**config.mk**
```make
export PLATFORM = sky130hd
export DESIGN_NAME = npsp_alu
export DESIGN_NICKNAME = d
export VERILOG_FILES = /design/src/rtl/core/npsp_pkg.sv /design/src/rtl/core/npsp_alu.sv
export SDC_FILE = /design/constraint.sdc
export NUM_CORES = 2
export LEC_CHECK = 0
export ABC_CLOCK_PERIOD_IN_PS = 16200
export BUFFER_PORTS_ARGS = -buffer_cell sky130_fd_sc_hd__buf_2
export CAP_MARGIN = 15
export CORE_AREA = 5 5 389 391
export CTS_BUF_LIST = sky130_fd_sc_hd__clkbuf_4 sky130_fd_sc_hd__clkbuf_8 sky130_fd_sc_hd__clkbuf_16
export CTS_CLUSTER_SIZE = 20
export DETAILED_ROUTE_END_ITERATION = 10
export DIE_AREA = 0 0 394 396
export MAX_ROUTING_LAYER = met4
export PLACE_DENSITY = 0.66
export SYNTH_ARGS = -nofsm -noshare
export SYNTH_HDL_FRONTEND = slang
export SYNTH_SLANG_ARGS = --single-unit
```
**constraint.sdc**
```tcl
create_clock -name clk -period 16.2 [get_ports clk]
set_clock_uncertainty 0.05 [all_clocks]
set_input_delay 0.81 -clock clk [delete_from_list [all_inputs] [get_ports clk]]
set_output_delay 0.81 -clock clk [all_outputs]
set_load 0.005 [all_outputs]
```
**src/rtl/core/npsp_pkg.sv**
```systemverilog
package npsp_pkg;

  localparam int AW = 136;
  localparam int SW = AW + 1;
  localparam int DW = 31;
  localparam int SQRT_STEPS = 32;
  localparam int SQRT_TOP = 62;
  localparam logic [DW-1:0] DIST_SAT = '1;

  typedef enum logic [1:0] {
    MODE_CLEAR  = 2'd0,
    MODE_APPEND = 2'd1,
    MODE_QUERY  = 2'd2,
    MODE_NONE   = 2'd3
  } mode_t;

  typedef enum logic [1:0] {
    OP_MUL  = 2'd0,
    OP_DIV  = 2'd1,
    OP_SQRT = 2'd2
  } alu_op_t;

  typedef enum logic [4:0] {
    S_IDLE, S_RD0, S_LD0, S_RDN, S_LDN, S_LA, S_LB, S_TA, S_TB,
    S_DA, S_DB, S_CA, S_CB, S_CC, S_CD, S_SQ, S_FX, S_FXD, S_FY, S_FYD,
    S_CMP, S_NEXT, S_DONE
  } npsp_state_t;

  typedef struct packed {
    logic          start;
    alu_op_t       op;
    logic [AW-1:0] a;
    logic [AW-1:0] b;
  } alu_req_t;

  typedef struct packed {
    logic          done;
    logic [AW-1:0] res;
  } alu_rsp_t;

  function automatic logic [AW-1:0] mag(input logic signed [SW-1:0] v);
    logic signed [SW-1:0] n;
    n = -v;
    return v[SW-1] ? n[AW-1:0] : v[AW-1:0];
  endfunction

endpackage

```
**src/rtl/core/npsp_alu.sv**
```systemverilog
module npsp_alu import npsp_pkg::*; (
  input  logic     clk,
  input  logic     rst_n,
  input  alu_req_t req,
  output alu_rsp_t rsp
);

  logic          busy_r, busy_nxt;
  logic          done_r, done_nxt;
  alu_op_t       op_r, op_nxt;
  logic [AW-1:0] x_r, x_nxt;
  logic [AW-1:0] y_r, y_nxt;
  logic [AW-1:0] acc_r, acc_nxt;
  logic [AW-1:0] res_r, res_nxt;
  logic [7:0]    cnt_r, cnt_nxt;
  logic [AW-1:0] rem_sh, rem_sub, sq_trial;
  logic          rem_ge, sq_ge;

  assign rem_sh   = {acc_r[AW-2:0], x_r[AW-1]};
  assign rem_ge   = rem_sh >= y_r;
  assign rem_sub  = rem_sh - y_r;
  assign sq_trial = acc_r + y_r;
  assign sq_ge    = x_r >= sq_trial;

  always_comb begin
    busy_nxt = busy_r;
    done_nxt = 1'b0;
    op_nxt   = op_r;
    x_nxt    = x_r;
    y_nxt    = y_r;
    acc_nxt  = acc_r;
    res_nxt  = res_r;
    cnt_nxt  = cnt_r;
    if (!busy_r) begin
      if (req.start) begin
        busy_nxt = 1'b1;
        op_nxt   = req.op;
        x_nxt    = req.a;
        y_nxt    = req.b;
        acc_nxt  = '0;
        cnt_nxt  = 8'(AW);
        if (req.op == OP_SQRT) begin
          y_nxt   = AW'(1) << SQRT_TOP;
          cnt_nxt = 8'(SQRT_STEPS);
        end
      end
    end else begin
      unique case (op_r)
        OP_MUL: begin
          if (y_r == '0) begin
            busy_nxt = 1'b0;
            done_nxt = 1'b1;
            res_nxt  = acc_r;
          end else begin
            if (y_r[0]) acc_nxt = acc_r + x_r;
            x_nxt = x_r << 1;
            y_nxt = y_r >> 1;
          end
        end
        OP_DIV: begin
          acc_nxt = rem_ge ? rem_sub : rem_sh;
          x_nxt   = {x_r[AW-2:0], rem_ge};
          cnt_nxt = cnt_r - 8'd1;
          if (cnt_r == 8'd1) begin
            busy_nxt = 1'b0;
            done_nxt = 1'b1;
            res_nxt  = x_nxt;
          end
        end
        OP_SQRT: begin
          if (sq_ge) begin
            x_nxt   = x_r - sq_trial;
            acc_nxt = (acc_r >> 1) + y_r;
          end else begin
            acc_nxt = acc_r >> 1;
          end
          y_nxt   = y_r >> 2;
          cnt_nxt = cnt_r - 8'd1;
          if (cnt_r == 8'd1) begin
            busy_nxt = 1'b0;
            done_nxt = 1'b1;
            res_nxt  = acc_nxt;
          end
        end
        default: busy_nxt = 1'b0;
      endcase
    end
  end

  always_ff @(posedge clk) begin
    if (!rst_n) begin
      busy_r <= 1'b0;
      done_r <= 1'b0;
    end else begin
      busy_r <= busy_nxt;
      done_r <= done_nxt;
    end
  end

  always_ff @(posedge clk) begin
    op_r  <= op_nxt;
    x_r   <= x_nxt;
    y_r   <= y_nxt;
    acc_r <= acc_nxt;
    res_r <= res_nxt;
    cnt_r <= cnt_nxt;
  end

  assign rsp.done = done_r;
  assign rsp.res  = res_r;

endmodule

```
==> summary.md <==
| Metric | Value |
|---|---|
| Status | `complete, no violations` |
| Ports | `414` |
| Critical path arrival | `12.10 ns` |
| Post-synth EDFFs | `554` |
| Initial core utilization | `49.7%` |
| Top-count cell post-synth | `a21oi_1` |
| Vias/cell | `6.89` |
| Top cell type's share of synthesized area | `22.7%` |
| Max cap viols | `0` |
| Netlist cell types | `122` |
| Setup crit start | `y_r[1]` |
| Leakage power | `32.0 nW` |
| Final #Nets | `10,700` |
| Routed Antenna Nets | `0` |
| Pins Over Slew Limit | `0` |
| Slew HR | `15.7%` |
| Deepest clock path buffer count | `3` |
| RSZ-0062 raised after global routing | `false` |
| Hold/Removal Path Class | `in -> reg` |
| GRT Total Usage | `44.3%` |
| Seq/Total Area, Yosys | `22.8%` |
| Syn Inst Count | `9,774` |
| Area contributors post-synth | `edfxtp_1, ha_1, a21oi_1, o21ai_0, nand2_1` |
| WS Path Type | `reg -> reg` |
| Syn_nets | `10,700` |
| Post-CTS sizing | `0` |
| Register area | `16,700 um^2` |
| DRT Pass-1 Iters | `9` |
| Layout cells sized above 1 | `7.93%` |
| Filler instances | `14,300` |
| Slowest CP cell | `or4_1` |
| Final Routed Wirelength | `355,000 um` |
| Pwr Total | `12.7 mW` |
| Wirelength per Cell | `30.1 um` |
| H-tree levels | `3` |
| Max frequency | `0.0847 GHz` |
| Port Buffers | `413` |
| Reg-to-reg startpoint | `y_r[1]` |
| Die ar. | `156,000 um^2` |
| Area taken by multi-input logic gates | `52,900 um^2` |
| Hold Startpoint | `req[272]` |
| Clk slew on worst S/H paths | `0.06 ns` |
| Total gr overflow | `0` |
| Detail Placement HPWL | `284,000 um` |
| CORE AREA | `147,000 um^2` |
| GPL Wtd Cong | `1.11` |
| Top delay family on crit path | `simple AND/OR/NAND/NOR gates` |
| Post-Syn Area | `73,200 um^2` |
| Die Span X | `394 um` |
| Skew-Pair Late Insertion Delay | `0.73 ns` |
| # rows | `141` |
| Final setup TNS | `0 ns` |
| Worst Reg-to-Reg Cells | `33` |
| Synth Warn # | `0` |
| First-pass GRT wire length | `511,000 um` |
| Vias | `81,300` |
| Tcrit/Tclk final | `72.9%` |
| Die H | `396 um` |
| Leading area contributor after synthesis | `edfxtp_1` |
| Ys async rst share | `0%` |
| CTS Hold Bufs | `0` |
| Setup bufs post-CTS | `0` |
| Initial antenna violation count | `19` |
| Post-route DRC | `0` |
| Clk root buf | `clkbuf_16` |
| Synth top cells by count | `a21oi_1, nand2_1, nor2_1, o21ai_0, ha_1` |
| Critical Path End Type | `register` |
| Min Tclk post-route | `11.81 ns` |
| #FFs+latches synth | `556` |
| CP Data Required Time | `16.49 ns` |
| Initial drt markers | `11,200` |
| Num CTS Buffers | `74` |
| Most used DFF post-synth | `edfxtp_1` |
| R2r endpoint | `x_r[59]` |
| Power per cell area | `162 nW/um^2` |
| Syn-to-layout area delta | `7.49%` |
| Fin cells | `11,800` |
| Flop-to-flop setup slack | `4.39 ns` |
| Hold depth | `1` |
| Syn_area_per_cell | `7.49 um^2` |
| Largest net degree at the start of global routing | `196` |
| Count of buffer and inverter cells on the critical path | `7` |
| Hold EP | `op_r[0]` |
| CTS tree | `done` |
| Worst path max stage delay | `0.84 ns` |
| Final setup viols | `0` |
| Max Fanout on Critical Path | `52` |
| Vias in the first global route | `76,300` |
| Dpl cells | `11,600` |
| Final hold violations | `0` |
| Sink Count | `556` |
| Startpoint Class | `register` |
| Tightest Pin Transition | `1.26 ns` |
| Worst vdd rail ir drop | `0.213 mV` |
-- registers in the layout, summed over array words and instances (netlist names) --
signal / count
cnt_r: 8
res_r: 136
acc_r: 136
done_r: 1
op_r: 2
y_r: 136
busy_r: 1
x_r: 136
-- cell families (layout without fill, tap and decap cells) --
logic type,after synthesis,count (layout),share of synthesized area (%)
adders and majority gates,688,688,11.8
xor gates and xnor gates,655,655,7.84
muxes,162,162,2.22
other,0,16,0
and+or+nand+nor,3031,3031,18.5
buffers and inverters,930,999,5.13
DFF,556,556,22.8
AOI/OAI and AO/OA,3752,3752,31.7
-- where the power goes --
part | switching, mW | total [mW] | internal (mW)
clock network | 0.770 | 1.78 | 1.01
logic | 5.80 | 8.69 | 2.89
registers | 0.410 | 2.26 | 1.85
-- worst reg2reg max path, delay by kind of cell, from the launching register on --
family	cells	cell delay (ns)
xor gates and xnor gates	1	0.14
AOI/OAI and AO/OA	8	2.96
adders and majority gates	2	0.92
and+or+nand+nor	15	4.32
buffers and inverters	7	2.26
DFF	1	0.59
-- stage by stage --
step                hold slack (ns)  cell area, um^2  setup slack, ns  util [%]
detailed placement            0.560            76100             4.79      51.7
floorplan                     0.530            73200             3.66         -
global route                  0.230            78700             4.29      53.5
global placement              0.552            76100             4.90      51.7
finish                        0.242            78700             4.39      53.5
CTS                           0.209            78600             4.74      53.4
-- layout by cell type (no fill, tap or decap), types with 140 or more instances in the layout --
cell type | synthesis | final
edfxtp_1 | 554 | 554
ha_1 | 683 | 680
xor2_1 | 243 | 243
mux2i_1 | 157 | 157
a21o_1 | 362 | 362
buf_2 | 54 | 413
inv_1 | 362 | 359
a21oi_1 | 1375 | 1373
nand2_1 | 1084 | 1082
nor3_1 | 146 | 146
o21ai_0 | 838 | 838
xnor2_1 | 412 | 412
nor2_1 | 997 | 990
o21bai_1 | 204 | 204
nand4_1 | 279 | 279
a221oi_1 | 140 | 140
-- worst max-delay path by stage --
stage / endpoint / slack (ns) / depth (start not counted)
final: x_r[59] / 4.39 / 33
after global routing: x_r[68] / 4.29 / 33
after CTS: x_r[69] / 4.74 / 31
after detailed placement: x_r[64] / 4.79 / 31
after global placement: x_r[59] / 4.90 / 31
after floorplan: x_r[0] / 3.66 / 31
-- cell type report --
class	instances	share of cell area, %
multi-input combinational	8288	67.3
tap	1930	3.07
clock buffer	92	2.59
antenna	16	0.0509
timing repair buffer	501	3.50
inverter	363	1.75
sequential	556	21.2
clock inverter	43	0.573
-- metal layers --
| metal | vias up | GRT usage (%) | routed length [um] |
|---|---|---|---|
| met5 | - | - | 0 |
| met4 | 0 | 23.3 | 24000 |
| met3 | 1079 | 10.8 | 40700 |
| li1 | 36300 | - | - |
| met2 | 5255 | 65.3 | 149000 |
| met1 | 38600 | 56.3 | 141000 |
(Power assumes the default switching activity.)
